--- src/rtl/hbpq_pkg.sv ---
// Shared types, codes and helpers for the binary heap priority queue.
package hbpq_pkg;

    localparam int VALUE_W = 17;
    localparam int LIMIT_W = 11;
    localparam int CFG_DATA_W = 11;

    typedef logic signed [VALUE_W-1:0] value_t;

    // Smallest element that the heap holds; the one pattern below
    // the lower bound is clamped to it.
    localparam value_t VAL_MIN = -17'sd65535;
    localparam value_t VAL_LOW_PATTERN = 17'sh10000;

    localparam logic [LIMIT_W-1:0] LIMIT_RESET = 11'd1024;

    localparam logic OP_INSERT = 1'b0;
    localparam logic OP_DELETE = 1'b1;

    localparam logic MODE_MAX = 1'b0;
    localparam logic MODE_MIN = 1'b1;

    typedef enum logic [0:0] {
        REG_HEAP_MODE      = 1'b0,
        REG_CAPACITY_LIMIT = 1'b1
    } reg_index_t;

    typedef enum logic [1:0] {
        STATUS_OK    = 2'd0,
        STATUS_FULL  = 2'd1,
        STATUS_EMPTY = 2'd2
    } status_t;

    // True when a must sit strictly above b under the selected ordering.
    function automatic logic ranks_above(input logic mode, input value_t a, input value_t b);
        return (mode == MODE_MIN) ? (a < b) : (a > b);
    endfunction

endpackage

--- src/rtl/hbpq_ctrl.sv ---
// Sequencer that runs the sift-up and sift-down passes against the heap memory.
module hbpq_ctrl #(
    parameter int CAPACITY = 1024,
    parameter int CNT_W = 11,
    parameter int AW = 10
) (
    input  logic                            clk,
    input  logic                            rst_n,
    input  logic                            start,
    input  logic                            op,
    input  hbpq_pkg::value_t                value,
    input  logic                            heap_mode,
    input  logic [hbpq_pkg::LIMIT_W-1:0]    capacity_limit,
    output logic                            busy,
    output logic                            done,
    output hbpq_pkg::value_t                top_value,
    output hbpq_pkg::status_t               status,
    output logic [CNT_W-1:0]                count,
    output logic                            ram_we,
    output logic [AW-1:0]                   ram_waddr,
    output hbpq_pkg::value_t                ram_wdata,
    output logic                            ram_re,
    output logic [AW-1:0]                   ram_raddr,
    input  hbpq_pkg::value_t                ram_rdata
);
    import hbpq_pkg::*;

    // Positions are 1-based and need one spare bit for the child index 2*p.
    localparam int PW = CNT_W + 1;
    localparam int CMP_W = (CNT_W > LIMIT_W) ? CNT_W : LIMIT_W;
    localparam logic [CMP_W-1:0] CAP_CMP = CMP_W'(CAPACITY);

    typedef enum logic [2:0] {
        S_IDLE,
        S_INS_CMP,
        S_DEL_LAST,
        S_DEL_MOVED,
        S_DEL_LEFT,
        S_DEL_RIGHT,
        S_FIN
    } state_t;

    state_t           state_reg, state_next;
    logic [CNT_W-1:0] count_reg, count_next;
    logic [PW-1:0]    pos_reg, pos_next;
    logic [PW-1:0]    child_reg, child_next;
    value_t           item_reg, item_next;
    value_t           left_reg, left_next;
    value_t           top_reg, top_next;
    logic             del_reg, del_next;
    logic             done_reg, done_next;
    status_t          status_reg, status_next;
    value_t           top_value_reg, top_value_next;

    function automatic logic [AW-1:0] addr_of(input logic [PW-1:0] p);
        logic [PW-1:0] d;
        d = p - PW'(1);
        return d[AW-1:0];
    endfunction

    logic [PW-1:0] n_ext;
    logic [PW-1:0] parent_pos;
    logic [PW-1:0] chosen_pos;
    logic [PW-1:0] grand_pos;
    logic [PW-1:0] first_pos;
    value_t        chosen_val;
    value_t        sat_value;
    logic          right_wins;
    logic          advance;
    logic          full;
    logic          finish;

    always_comb
    begin
        n_ext = PW'(count_reg);
        parent_pos = pos_reg >> 1;
        right_wins = (state_reg == S_DEL_RIGHT) && ranks_above(heap_mode, ram_rdata, left_reg);
        chosen_val = (state_reg == S_DEL_RIGHT && !right_wins) ? left_reg : ram_rdata;
        chosen_pos = right_wins ? (child_reg + PW'(1)) : child_reg;
        grand_pos = chosen_pos << 1;
        advance = ranks_above(heap_mode, chosen_val, item_reg);
        sat_value = (value == VAL_LOW_PATTERN) ? VAL_MIN : value;
        first_pos = PW'(count_reg) + PW'(1);
        full = (CMP_W'(count_reg) >= CMP_W'(capacity_limit)) || (CMP_W'(count_reg) >= CAP_CMP);

        state_next = state_reg;
        count_next = count_reg;
        pos_next = pos_reg;
        child_next = child_reg;
        item_next = item_reg;
        left_next = left_reg;
        top_next = top_reg;
        del_next = del_reg;
        done_next = 1'b0;
        status_next = status_reg;
        top_value_next = top_value_reg;
        finish = 1'b0;

        ram_we = 1'b0;
        ram_waddr = addr_of(pos_reg);
        ram_wdata = item_reg;
        ram_re = 1'b0;
        ram_raddr = addr_of(pos_reg);

        unique case (state_reg)
            S_IDLE:
            begin
                if (start)
                begin
                    del_next = op;
                    if (op == OP_INSERT)
                    begin
                        if (full)
                        begin
                            done_next = 1'b1;
                            status_next = STATUS_FULL;
                            top_value_next = '0;
                        end
                        else
                        begin
                            count_next = count_reg + CNT_W'(1);
                            pos_next = first_pos;
                            item_next = sat_value;
                            if (count_reg != '0)
                            begin
                                ram_re = 1'b1;
                                ram_raddr = addr_of(first_pos >> 1);
                                state_next = S_INS_CMP;
                            end
                            else
                            begin
                                state_next = S_FIN;
                            end
                        end
                    end
                    else
                    begin
                        if (count_reg == '0)
                        begin
                            done_next = 1'b1;
                            status_next = STATUS_EMPTY;
                            top_value_next = '0;
                        end
                        else
                        begin
                            count_next = count_reg - CNT_W'(1);
                            ram_re = 1'b1;
                            ram_raddr = '0;
                            state_next = S_DEL_LAST;
                        end
                    end
                end
            end

            S_INS_CMP:
            begin
                ram_we = 1'b1;
                if (ranks_above(heap_mode, item_reg, ram_rdata))
                begin
                    // Parent moves down; the read of the next parent overlaps the write.
                    ram_wdata = ram_rdata;
                    pos_next = parent_pos;
                    if (parent_pos > PW'(1))
                    begin
                        ram_re = 1'b1;
                        ram_raddr = addr_of(parent_pos >> 1);
                    end
                    else
                    begin
                        state_next = S_FIN;
                    end
                end
                else
                begin
                    finish = 1'b1;
                end
            end

            S_DEL_LAST:
            begin
                top_next = ram_rdata;
                ram_re = 1'b1;
                ram_raddr = count_reg[AW-1:0];
                state_next = S_DEL_MOVED;
            end

            S_DEL_MOVED:
            begin
                item_next = ram_rdata;
                pos_next = PW'(1);
                if (n_ext >= PW'(2))
                begin
                    child_next = PW'(2);
                    ram_re = 1'b1;
                    ram_raddr = addr_of(PW'(2));
                    state_next = S_DEL_LEFT;
                end
                else
                begin
                    state_next = S_FIN;
                end
            end

            S_DEL_LEFT, S_DEL_RIGHT:
            begin
                if (state_reg == S_DEL_LEFT && child_reg != n_ext)
                begin
                    // A right sibling exists; fetch it before choosing.
                    left_next = ram_rdata;
                    ram_re = 1'b1;
                    ram_raddr = child_reg[AW-1:0];
                    state_next = S_DEL_RIGHT;
                end
                else if (advance)
                begin
                    ram_we = 1'b1;
                    ram_wdata = chosen_val;
                    pos_next = chosen_pos;
                    if (grand_pos <= n_ext)
                    begin
                        child_next = grand_pos;
                        ram_re = 1'b1;
                        ram_raddr = addr_of(grand_pos);
                        state_next = S_DEL_LEFT;
                    end
                    else
                    begin
                        state_next = S_FIN;
                    end
                end
                else
                begin
                    ram_we = 1'b1;
                    finish = 1'b1;
                end
            end

            S_FIN:
            begin
                ram_we = 1'b1;
                finish = 1'b1;
            end

            default:
            begin
                state_next = S_IDLE;
            end
        endcase

        if (finish)
        begin
            done_next = 1'b1;
            status_next = STATUS_OK;
            top_value_next = (del_reg == OP_DELETE) ? top_reg : '0;
            state_next = S_IDLE;
        end
    end

    always_ff @(posedge clk or negedge rst_n)
    begin
        if (!rst_n)
        begin
            state_reg <= S_IDLE;
            count_reg <= '0;
            pos_reg <= '0;
            child_reg <= '0;
            item_reg <= '0;
            left_reg <= '0;
            top_reg <= '0;
            del_reg <= OP_INSERT;
            done_reg <= 1'b0;
            status_reg <= STATUS_OK;
            top_value_reg <= '0;
        end
        else
        begin
            state_reg <= state_next;
            count_reg <= count_next;
            pos_reg <= pos_next;
            child_reg <= child_next;
            item_reg <= item_next;
            left_reg <= left_next;
            top_reg <= top_next;
            del_reg <= del_next;
            done_reg <= done_next;
            status_reg <= status_next;
            top_value_reg <= top_value_next;
        end
    end

    assign busy = (state_reg != S_IDLE);
    assign done = done_reg;
    assign top_value = top_value_reg;
    assign status = status_reg;
    assign count = count_reg;

endmodule

--- config.mk ---
export PLATFORM = sky130hd
export DESIGN_NAME = hbpq_ctrl
export DESIGN_NICKNAME = d
export VERILOG_FILES = /design/src/rtl/hbpq_pkg.sv /design/src/rtl/hbpq_ctrl.sv
export SDC_FILE = /design/constraint.sdc
export NUM_CORES = 1
export LEC_CHECK = 0
export BUFFER_PORTS_ARGS = -buffer_cell sky130_fd_sc_hd__buf_2
export CAP_MARGIN = 30
export CORE_MARGIN = 1.5
export CORE_UTILIZATION = 55
export CTS_BUF_LIST = sky130_fd_sc_hd__clkbuf_8
export DETAILED_ROUTE_END_ITERATION = 10
export HOLD_SLACK_MARGIN = 0.06
export PLACE_DENSITY = 0.77
export RECOVER_POWER = 25
export SLEW_MARGIN = 15
export SYNTH_ARGS = -nofsm -noshare
export SYNTH_HDL_FRONTEND = slang
export SYNTH_SLANG_ARGS = --single-unit
export TNS_END_PERCENT = 10
--- constraint.sdc ---
create_clock -name clk -period 13.5 [get_ports clk]
set_input_delay 3.375 -clock clk [delete_from_list [all_inputs] [get_ports clk]]
set_output_delay 3.375 -clock clk [all_outputs]
set_load 0.02 [all_outputs]
* Word level (Yosys, flattened, before mapping)
Index checks and enable logic that the tools add are counted.
** Storage, ports and cells
- Output and inout bits :: 71
- Flip-flop bits (word level) :: 110
- Word-level logic and storage cells :: 172
- Input port bits :: 50
** Cells by class
- Eq/ne operators :: 26
- Magnitude comparators :: 11
- Multiplexer cells :: 91
- Reduce and logical (&&, ||, !) cells :: 25
- $add $sub $neg :: 8
** Operators by type and width (number)
- 2-to-1 mux 17 bit :: 15
- 2-to-1 mux 12 bit :: 11
- 2-to-1 mux 10 bit :: 11
- one-hot mux 17 bit (2 select lines) :: 2
- > comparator 17 bit :: 3
- < comparator 17 bit :: 3
- one-hot mux 10 bit (5 select lines) :: 1
- one-hot mux 12 bit (4 select lines) :: 1
- subtractor 10 x 1 -> 10 bit, second input constant :: 4
- 2-to-1 mux 11 bit :: 3
- 2-to-1 mux 3 bit :: 10
- 2-to-1 mux 1 bit :: 24
- one-hot mux 12 bit (2 select lines) :: 1
- inequality test 2 bit, second input constant :: 11
- one-hot mux 3 bit (6 select lines) :: 1
- equality test 17 bit, second input constant :: 1
- 2-to-1 mux 2 bit :: 8
- AND reduction 7 bit :: 2
- adder 11 x 1 -> 12 bit, second input constant :: 1
- adder 12 x 1 -> 12 bit, second input constant :: 1
- less-or-equal comparator 12 x 11 -> 1 bit :: 1
- inequality test 12 x 11 -> 1 bit :: 1
- inequality test 4 bit, second input constant :: 3
- AND reduction 4 bit :: 3
- 26 further kinds :: 39

* Depth between registers and ports, before layout
Gate-level depths: netlist of the first run.
- Depth after elaboration :: 13
- Mapped depth :: 23
- Depth with buffers taken out :: 20

* Worst setup path after synthesis of the first run
No wires, ideal clock.
- Kind :: input-to-output
- Start :: input ram_rdata[3]
- End :: output ram_raddr[1]
- Cell stages on the path :: 20
- Required time :: 10.125 ns
- Arrival time :: 8.336 ns
- Setup slack :: 1.789 ns
- Path buffers :: 1
- Path through :: ha_1 -> a21oi_2 -> a21boi_1 -> o31a_1 -> or4_4 -> mux2i_2 -> mux2_4 -> clkbuf_1 -> nand2_1 -> o21ai_0 -> ha_1 -> a21o_1 -> a2111oi_2 -> and4bb_2 -> a32oi_1 -> a21boi_1 -> nor2_1 -> nor2_1 -> nor3_1 -> o221ai_1
** Between the ends
- Word-level cells in the longest chain between the ends :: 11
- Elaborated cells between the ends (all ways) :: 21
- Those cells by class :: add/sub (1); order compare (7); mux (10); reduce/logical (3)
** RTL lines
- from (decl) :: RTL line hbpq_ctrl.sv:24 : input hbpq_pkg::value_t ram_rdata
- > comparator 17 bit / < comparator 17 bit (equally long branches) :: RTL line hbpq_pkg.sv:36 : return (mode == MODE_MIN) ? (a < b) : (a > b);
- 2-to-1 mux 1 bit :: RTL line hbpq_pkg.sv:36
- logical AND 1 bit :: RTL line hbpq_ctrl.sv:77 : right_wins = (state_reg == S_DEL_RIGHT) && ranks_above(heap_mode, ram_rdata, left_reg);
- zero test 1 bit :: RTL line hbpq_ctrl.sv:78 : chosen_val = (state_reg == S_DEL_RIGHT && !right_wins) ? left_reg : ram_rdata;
- logical AND 1 bit :: RTL line hbpq_ctrl.sv:78
- 2-to-1 mux 17 bit :: RTL line hbpq_ctrl.sv:78
- > comparator 17 bit / < comparator 17 bit (equally long branches) :: RTL line hbpq_pkg.sv:36
- 2-to-1 mux 1 bit :: RTL line hbpq_pkg.sv:36
- 2-to-1 mux 10 bit :: RTL line hbpq_ctrl.sv:214 : else if (advance)
- 2-to-1 mux 10 bit :: RTL line hbpq_ctrl.sv:206 : if (state_reg == S_DEL_LEFT && child_reg != n_ext)
- one-hot mux 10 bit (5 select lines) * :: RTL line hbpq_ctrl.sv:105 : unique case (state_reg)
- to (decl) :: RTL line hbpq_ctrl.sv:23 : output logic [AW-1:0] ram_raddr,
Mark *: on every way between the ends. The rest lies on a longest branch, timed or not.

* Worst setup path in the final report of the first run
- Start :: input ram_rdata[3]
- End :: output ram_wdata[5]
** Between the ends
- Word-level cells in the longest chain between the ends :: 11
- Elaborated cells between the ends (all ways) :: 17
- Those cells by class :: order compare (6); mux (8); reduce/logical (3)
** RTL lines
- > comparator 17 bit / < comparator 17 bit (equally long branches) :: RTL line hbpq_pkg.sv:36
- 2-to-1 mux 1 bit :: RTL line hbpq_pkg.sv:36
- logical AND 1 bit :: RTL line hbpq_ctrl.sv:77
- zero test 1 bit :: RTL line hbpq_ctrl.sv:78
- logical AND 1 bit :: RTL line hbpq_ctrl.sv:78
- 2-to-1 mux 17 bit :: RTL line hbpq_ctrl.sv:78
- > comparator 17 bit / < comparator 17 bit (equally long branches) :: RTL line hbpq_pkg.sv:36
- 2-to-1 mux 1 bit :: RTL line hbpq_pkg.sv:36
- 2-to-1 mux 17 bit :: RTL line hbpq_ctrl.sv:214
- 2-to-1 mux 17 bit :: RTL line hbpq_ctrl.sv:206
- one-hot mux 17 bit (2 select lines) * :: RTL line hbpq_ctrl.sv:105
- to (decl) :: RTL line hbpq_ctrl.sv:21 : output hbpq_pkg::value_t ram_wdata,
Marked as above.

==> results.yml, run 1 <==
die:
  start_util_pct: 56.60
  core.rowCount: 46
  core_area_um2: 16000
  die_h_um: 131.3
  die_area_um2: 17240
  io_pins: 121
  die_w_um: 131.3
drt:
  vias_per_cell: 6.241
  drt_pre_antenna_iters: 6
  drt_wl_total_um: 28130
  drtIter0Drc: 941
  drc: 0
  detail_route.wl_per_cell_um: 20.15
  vias: 8713
  ant_nets: 0
clock_network:
  cts_max_level: 3
  cts_hold_buf: 0
  clock_latency_ps: 430
  clkTransAtPathRegs_ps: 120
  clkSinkCount: 109
  cts_resized: 0
  tritoncts: "done"
  ctsLongestPathBuffers: 2
  cts_setup_buffers: 0
  cts_buffers: 9
  cts_root_buffer: "clkbuf_8"
setup_path:
  worstSetupStartpointType: "primary input"
  r2r_start: "left_reg[3]$_DFFE_PN0P_"
  regToRegSetupSlack_ps: 7660
  critical_path_required_ps: 10120
  cp.arrival_ps: 8840
  end_kind: "output port"
  rr_worst_depth: 20
  reg2reg_to: "top_value[7]$_DFFE_PN0P_"
  criticalPathCategory: "primary input to output port"
  critical_path_peak_fanout: 36
synthesis:
  synth.largest_area_cell: "dfrtp_1"
  ys_warn_count: 0
  syn_inst: 1097
  syn-num-nets: 1236
  synthArstFlopShare_pct: 100.0
  ys_top_cells_by_area: "dfrtp_1 30%, ha_1 12%, xnor2_1 4.6%, nand2_1 4.5%, o21ai_0 4.3%"
  synthTopCellsByCount: "109 x dfrtp_1, 109 x nand2_1, 99 x inv_1"
  ys_seq_area_share_pct: 30.12
  yosysUniqueCellTypes: 77
  synth_edf_count: 0
  synth_area_um2: 9056
  yosys_most_used_dff: "dfrtp_1"
  syn_avg_cell_area_um2: 8.255
  ys_ff_latch: 109
  synth_top_area_share_pct: 30.12
pwr:
  ir_drop_mv: 0.1368
  p_per_area_nw_per_um2: 257.0
  power.leakage_nw: 4.693
  p_total_mw: 2.556
timing:
  hold_viol: 0
  max_slew_margin_pct: -63.87
  fin_tns_setup_ps: 0
  finClkSkew_ps: 29.76
  slew_viol_final: 45
  grt_setup_unrepaired: "false"
  clock.fmax_mhz: 81.85
  tightestPinTransition_ps: 2458
  setup_viol: 0
  post-route-min-period_ps: 12220
  fin_crit_sh_pct: 90.50
global_routing:
  grt_overflow_total: 0
  grt_max_degree: 67
  grt_pass1_vias: 8466
  antenna_found_initial: 0
  grt_pass1_wl_um: 44740
  grt_usage_pct: 32.60
final_layout:
  final_util_pct: 62.16
  final_nets: 1314
  num_antenna_cells: 0
  layout-drive-gt1-share_pct: 15.25
  area_growth_pct: 9.823
placement:
  dp_hpwl_um: 21100
  portBuffers: 120
  place_congestion: 0.9915
flow_run:
  max_cap_violations: 1
status:
  status: "finished, violations left"
  violations: "capacitance limit, slew limit"
min_path:
  hold_end: "del_reg$_DFFE_PN0P_"
  hold_path.class: "register to register"
  min_from: "del_reg$_DFFE_PN0P_"
  holdPathStages: 2
critical path, stage by stage:
cell	delay [ps]
clkbuf_1	120
ha_1	350
a21oi_2	140
a21boi_1	70
o31a_1	270
or4_4	510
mux2i_2	260
mux2_4	460
nand2_1	110
o21ai_0	80
ha_1	300
a21o_1	190
a2111oi_2	500
nor3b_1	290
nand3_1	110
a21boi_1	390
o32a_1	730
nor2_1	70
a221o_1	320
buf_2	170
kinds of logic (layout without fill, tap and decap cells):
kind of cell               Yosys count  in the layout  share of synthesized area [%]
muxes                               38             38                          4.725
and+or+nand+nor                    327            327                          16.70
AOI/OAI and AO/OA                  311            311                          23.20
DFF                                109            109                          30.12
buffers and inverters              164            247                          7.170
adders and majority gates           89             89                          12.38
xor gates and xnor gates            59             59                          5.706
where the power goes:
group | total [mW] | switching [mW] | internal [mW]
Clock | 0.233 | 0.152 | 0.0806
Combinational | 1.66 | 1.00 | 0.655
Sequential | 0.663 | 0.208 | 0.456
Total | 2.56 | 1.36 | 1.19
layout make-up:
type	instances	area, um^2
well taps	216	270.3
clock buffers	9	123.9
clock inverters	7	96.34
flip-flops and latches	109	2728
repair buffers	131	661.9
fillers	1500	6055
multi-input cells	824	5690
inverters	100	375.4
how the worst max path moves through the flow:
| stage | from | to | slack [ps] |
|---|---|---|---|
| 6_report | ram_rdata[3] | ram_wdata[5] | 1280 |
| 5_1_grt | ram_rdata[3] | ram_wdata[15] | 970 |
| 4_1_cts | ram_rdata[3] | ram_wdata[3] | 1360 |
| 3_5_place_dp | ram_rdata[3] | ram_wdata[3] | 1460 |
| 3_3_place_gp | ram_rdata[3] | ram_wdata[3] | 1600 |
| 2_1_floorplan | ram_rdata[3] | ram_raddr[1] | 1790 |
placed cells by master (no fill, tap or decap), drive strengths merged, types with 4 or more instances in the layout:
cell type	synthesis	layout
a211o	6	6
a211oi	6	6
a21boi	4	4
a21o	12	12
a21oi	73	73
a221o	20	20
a222oi	5	5
a22o	18	18
a22oi	15	15
a31oi	5	5
and2	7	7
and3	4	4
and4	4	4
buf	14	114
clkbuf	50	26
dfrtp	109	109
ha	88	88
inv	99	106
mux2	32	32
mux2i	6	6
nand2	109	109
nand2b	10	10
nand3	25	25
nand4	13	13
nor2	98	98
nor2b	9	9
nor3	19	19
nor4	10	10
o211ai	10	10
o21ai	78	78
o221ai	4	4
o22ai	14	14
o31ai	10	10
or2	4	4
or3	4	4
xnor2	48	48
xor2	11	11
layer usage:
metal | track usage [%] | wire (um) | vias up
li1 | - | - | 4080
met1 | 39.83 | 11120 | 4083
met2 | 54.29 | 13250 | 444
met3 | 6.481 | 2332 | 106
met4 | 17.59 | 1429 | 0
met5 | 0 | 0 | -
metrics by stage:
| stage | area [um^2] | std cells | setup slack, ps | hold slack (ps) |
|---|---|---|---|---|
| global placement | 9749 | 1380 | 1602 | 454.2 |
| global route | 9946 | 1396 | 967.8 | 519.7 |
| detailed placement | 9749 | 1380 | 1458 | 465.5 |
| CTS | 9970 | 1396 | 1364 | 491.5 |
| finish | 9946 | 1396 | 1283 | 491.6 |
| floorplan | 9056 | 1097 | 1789 | 438.4 |
No activity file was read; power rests on OpenSTA's default activity.
==> run 2, diff against run 1 <==
Settings changed: CTS_BUF_LIST sky130_fd_sc_hd__clkbuf_8 to unset.
==> results.yml, run 2 (synthesis gave the netlist of run 1 again) <==
status:
  status: "finished, violations left"
  violations: "capacitance limit, slew limit"
timing:
  fin_crit_sh_pct: 89.40
  setup_viol: 0
  post-route-min-period_ps: 12070
  fin_tns_setup_ps: 0
  clock.fmax_mhz: 82.86
  max_slew_margin_pct: -65.78
  slew_viol_final: 45
  tightestPinTransition_ps: 2487
  fin_ws_ps: 1431
  finClkSkew_ps: 18.05
  grt_setup_unrepaired: "false"
  hold_viol: 0
  holdWs_ps: 479.4
setup_path:
  cp.arrival_ps: 8690
  worstSetupStartpointType: "primary input"
  regToRegSetupSlack_ps: 7750
  crit_path_top_delay_cell: "o32a_1"
  critical_path_required_ps: 10120
  path_delay_family: "compound AO/OA/AOI/OAI gates"
  critical_path_peak_fanout: 36
  rr_worst_depth: 20
  criticalPathCategory: "primary input to output port"
  critPathBufInv: 2
  slowest_delay_ps: 710
  path_cells: "clkbuf_1 > ha_1 > a21oi_2 > a21boi_1 > o31a_1 > or4_4 > mux2i_2 > mux2_4 > nand2_1 > o21ai_0 > ha_1 > a21o_1 > a2111oi_2 > nor3b_1 > nand3_1 > a21boi_1 > o32a_1 > nor2_1 > a221o_1 > buf_2"
  end_kind: "output port"
  r2r_start: "left_reg[3]$_DFFE_PN0P_"
  reg2reg_to: "top_value[7]$_DFFE_PN0P_"
placement:
  dpl.cell_count: 1380
  postPlaceCellArea_um2: 9749
  place_congestion: 0.9915
  portBuffers: 120
  dp_hpwl_um: 21100
  dp_slack_ps: 1458
drt:
  ant_nets: 0
  detail_route.wl_per_cell_um: 20.03
  drtIter0Drc: 816
  vias: 8720
  drt_pre_antenna_iters: 7
  vias_per_cell: 6.246
  drc: 0
  drt_wl_total_um: 27960
global_routing:
  grt_pass1_vias: 8524
  grt_pass1_wl_um: 44770
  grt_max_degree: 67
  grt_overflow_total: 0
  grt_usage_pct: 32.49
  antenna_found_initial: 0
final_layout:
  register_area_um2: 2728
  num-fill-cells: 1480
  layout-drive-gt1-share_pct: 15.25
  num_antenna_cells: 0
  final_cells: 1396
  area_growth_pct: 10.94
  fin_area_um2: 10050
  final_nets: 1314
  final_cell_mix: "109 x nand2_1, 109 x dfrtp_1, 103 x buf_2"
  multi_input_area_um2: 5690
  final_util_pct: 62.79
pwr:
  switching_share_pct: 52.24
  p_comb_share_pct: 63.3
  p_clk_share_pct: 11.4
  power.leakage_nw: 4.739
  seqPwrFrac_pct: 25.3
  p_total_mw: 2.619
  internal_power_mw: 1.251
  p_switching_mw: 1.368
  p_per_area_nw_per_um2: 260.7
  ir_drop_mv: 0.1457
die:
  io_pins: 121
  die_w_um: 131.3
  die_area_um2: 17240
  die_h_um: 131.3
  start_util_pct: 56.60
  core.rowCount: 46
  core_area_um2: 16000
clock_network:
  clkTransAtPathRegs_ps: 80
  tritoncts: "done"
  clkSinkCount: 109
  cts_buffers: 9
  cts_hold_buf: 0
  cts_resized: 0
  cts_setup_buffers: 0
  ctsLongestPathBuffers: 2
  cts_max_level: 3
  cts_root_buffer: "clkbuf_16"
  clock_latency_ps: 370
min_path:
  min_from: "del_reg$_DFFE_PN0P_"
  hold_path.class: "register to register"
  holdPathStages: 2
  hold_end: "del_reg$_DFFE_PN0P_"
flow_run:
  max_cap_violations: 1
==> run 2: routing by layer <==
metal | GRT usage, % | vias to the layer above | wire (um)
li1 | - | 4077 | -
met4 | 18.70 | 0 | 1758
met5 | 0 | - | 0
met1 | 40.33 | 4043 | 10980
met3 | 5.517 | 123 | 2417
met2 | 53.53 | 477 | 12800
==> run 2: final cells by class <==
cell class	instances	area share [%]
repair buffers	131	6.588
flip-flops and latches	109	27.15
well taps	216	2.690
clock inverters	7	0.9589
multi-input cells	824	56.64
clock buffers	9	2.242
inverters	100	3.736
==> run 2: worst min-delay path, cell delays in order, from the launching register on <==
cell	delay [ps]
dfrtp_1	340
nand2_1	50
nand2_1	60
==> run 2: power by group through the flow <==
stage | Combinational, mW | Clock [mW] | Sequential, mW
4_1_cts | 1.64 | 0.300 | 0.654
6_report | 1.66 | 0.299 | 0.663
5_1_grt | 1.82 | 0.312 | 0.673
2_1_floorplan | 1.23 | 0 | 0.582
3_5_place_dp | 1.63 | 0 | 0.660
3_3_place_gp | 1.60 | 0 | 0.659
==> run 2: worst max-delay path by stage <==
stage / cells after the start / start / slack [ps] / to
2_1_floorplan: 20 / ram_rdata[3] / 1790 / ram_raddr[1]
3_3_place_gp: 20 / ram_rdata[3] / 1600 / ram_wdata[3]
3_5_place_dp: 20 / ram_rdata[3] / 1460 / ram_wdata[3]
4_1_cts: 20 / ram_rdata[3] / 1450 / ram_wdata[3]
5_1_grt: 20 / ram_rdata[3] / 1030 / ram_wdata[15]
6_report: 20 / ram_rdata[3] / 1430 / ram_wdata[3]
==> run 3, diff against run 2 <==
Settings changed: CORE_UTILIZATION 55 to 64, PLACE_DENSITY 0.77 to 0.87.
==> results.yml, run 3 (synthesis gave the netlist of run 1 again) <==
timing:
  grt_setup_unrepaired: "false"
  post-route-min-period_ps: 12190
  holdWs_ps: 495.7
  slew_viol_final: 41
  setup_viol: 0
  hold_viol: 0
  max_slew_margin_pct: -56.50
  finClkSkew_ps: 14.02
  fin_tns_setup_ps: 0
  clock.fmax_mhz: 82.03
  fin_crit_sh_pct: 90.31
  fin_ws_ps: 1309
  tightestPinTransition_ps: 2348
setup_path:
  reg2reg_to: "top_value[7]$_DFFE_PN0P_"
  regToRegSetupSlack_ps: 7520
  criticalPathCategory: "primary input to output port"
  path_cells: "clkbuf_1 > ha_1 > a21oi_2 > a21boi_1 > o31a_1 > or4_4 > mux2i_2 > mux2_4 > nand2_1 > o21ai_0 > ha_1 > a21o_1 > a2111oi_2 > nor3b_1 > nand3_1 > a21boi_1 > o32a_1 > nor2_1 > a221o_1 > buf_2"
  rr_worst_depth: 20
  slowest_delay_ps: 750
  end_kind: "output port"
  critical_path_peak_fanout: 36
  r2r_start: "left_reg[3]$_DFFE_PN0P_"
  cp.arrival_ps: 8820
  critical_path_required_ps: 10120
  crit_path_top_delay_cell: "o32a_1"
  worstSetupStartpointType: "primary input"
pwr:
  seqPwrFrac_pct: 26.0
  internal_power_mw: 1.246
  p_comb_share_pct: 63.1
  p_total_mw: 2.616
  ir_drop_mv: 0.1721
  p_per_area_nw_per_um2: 261.2
  power.leakage_nw: 4.737
  p_clk_share_pct: 10.8
  p_switching_mw: 1.370
  switching_share_pct: 52.38
clock_network:
  cts_buffers: 9
  clkTransAtPathRegs_ps: 90
  cts_max_level: 3
  clkSinkCount: 109
  clock_latency_ps: 370
  cts_setup_buffers: 0
  cts_resized: 0
  cts_root_buffer: "clkbuf_16"
  ctsLongestPathBuffers: 2
  tritoncts: "done"
  cts_hold_buf: 0
placement:
  dp_slack_ps: 1489
  dpl.cell_count: 1342
  dp_hpwl_um: 20730
  place_congestion: 1.026
  portBuffers: 120
  postPlaceCellArea_um2: 9689
min_path:
  min_from: "top_reg[13]$_DFFE_PN0N_"
  hold_end: "top_value[13]$_DFFE_PN0P_"
  hold_path.class: "register to register"
  holdPathStages: 1
global_routing:
  grt_max_degree: 71
  grt_pass1_vias: 8501
  antenna_found_initial: 0
  grt_usage_pct: 39.02
  grt_overflow_total: 0
  grt_pass1_wl_um: 44590
die:
  die_h_um: 122.0
  core_area_um2: 13830
  io_pins: 121
  start_util_pct: 65.50
  core.rowCount: 43
  die_area_um2: 14870
  die_w_um: 122.0
drt:
  vias: 8927
  drt_wl_total_um: 28390
  detail_route.wl_per_cell_um: 20.89
  drc: 0
  vias_per_cell: 6.569
  ant_nets: 0
  drtIter0Drc: 1004
  drt_pre_antenna_iters: 6
final_layout:
  final_cells: 1359
  register_area_um2: 2728
  area_growth_pct: 10.60
  final_nets: 1313
  multi_input_area_um2: 5690
  fin_area_um2: 10020
  final_util_pct: 72.44
  layout-drive-gt1-share_pct: 15.10
  final_cell_mix: "109 x nand2_1, 109 x dfrtp_1, 102 x buf_2"
  num_antenna_cells: 0
  num-fill-cells: 1119
status:
  violations: "capacitance limit, slew limit"
  status: "finished, violations left"
flow_run:
  max_cap_violations: 1
==> run 3: cell count changes in the layout (fill, tap and decap cells not counted), sizes merged <==
| cell | previous run | this run |
|---|---|---|
| buf | 114 | 112 |
| clkinv | 1 | 6 |
| clkbuf | 26 | 27 |
| inv | 106 | 101 |
==> run 3: layout make-up <==
| cell class | instances | share of cell area (%) |
|---|---|---|
| clock buffer | 9 | 2.249 |
| clock inverter | 7 | 0.9869 |
| inverter | 100 | 3.748 |
| multi-input combinational | 824 | 56.81 |
| sequential | 109 | 27.23 |
| tap | 180 | 2.249 |
| timing repair buffer | 130 | 6.721 |
==> run 3: routing by layer <==
metal | up-vias | track usage [%] | share of wire (%)
li1 | 4090 | - | -
met2 | 517 | 64.19 | 47
met3 | 128 | 7.116 | 9.0
met5 | - | 0 | 0
met1 | 4192 | 47.84 | 38
met4 | 0 | 23.09 | 6.0
==> run 3: worst max-delay path, delay by kind of cell <==
family	cells	cell delay (ps)
buffers and inverters	2	290
multiplexers	2	740
AO/OA/AOI/OAI	9	2650
adder cells (fa/ha/maj)	2	670
AND/OR/NAND/NOR	5	1060
==> run 3: how the worst max path moves through the flow <==
| stage | slack [ps] | end | start | cells after the start |
|---|---|---|---|---|
| global route | 1010 | ram_wdata[5] | ram_rdata[3] | 20 |
| detailed placement | 1490 | ram_wdata[13] | ram_rdata[3] | 20 |
| floorplan | 1790 | ram_raddr[1] | ram_rdata[3] | 20 |
| finish | 1310 | ram_wdata[15] | ram_rdata[3] | 20 |
| CTS | 1400 | ram_wdata[15] | ram_rdata[3] | 20 |
| global placement | 1590 | ram_wdata[7] | ram_rdata[3] | 20 |
==> run 3: power by group through the flow <==
stage | Clock, mW | Combinational (mW) | Sequential, mW
final | 0.283 | 1.65 | 0.681
after global routing | 0.298 | 1.80 | 0.690
after CTS | 0.285 | 1.62 | 0.669
after detailed placement | 0 | 1.60 | 0.672
after global placement | 0 | 1.57 | 0.672
after floorplan | 0 | 1.23 | 0.582
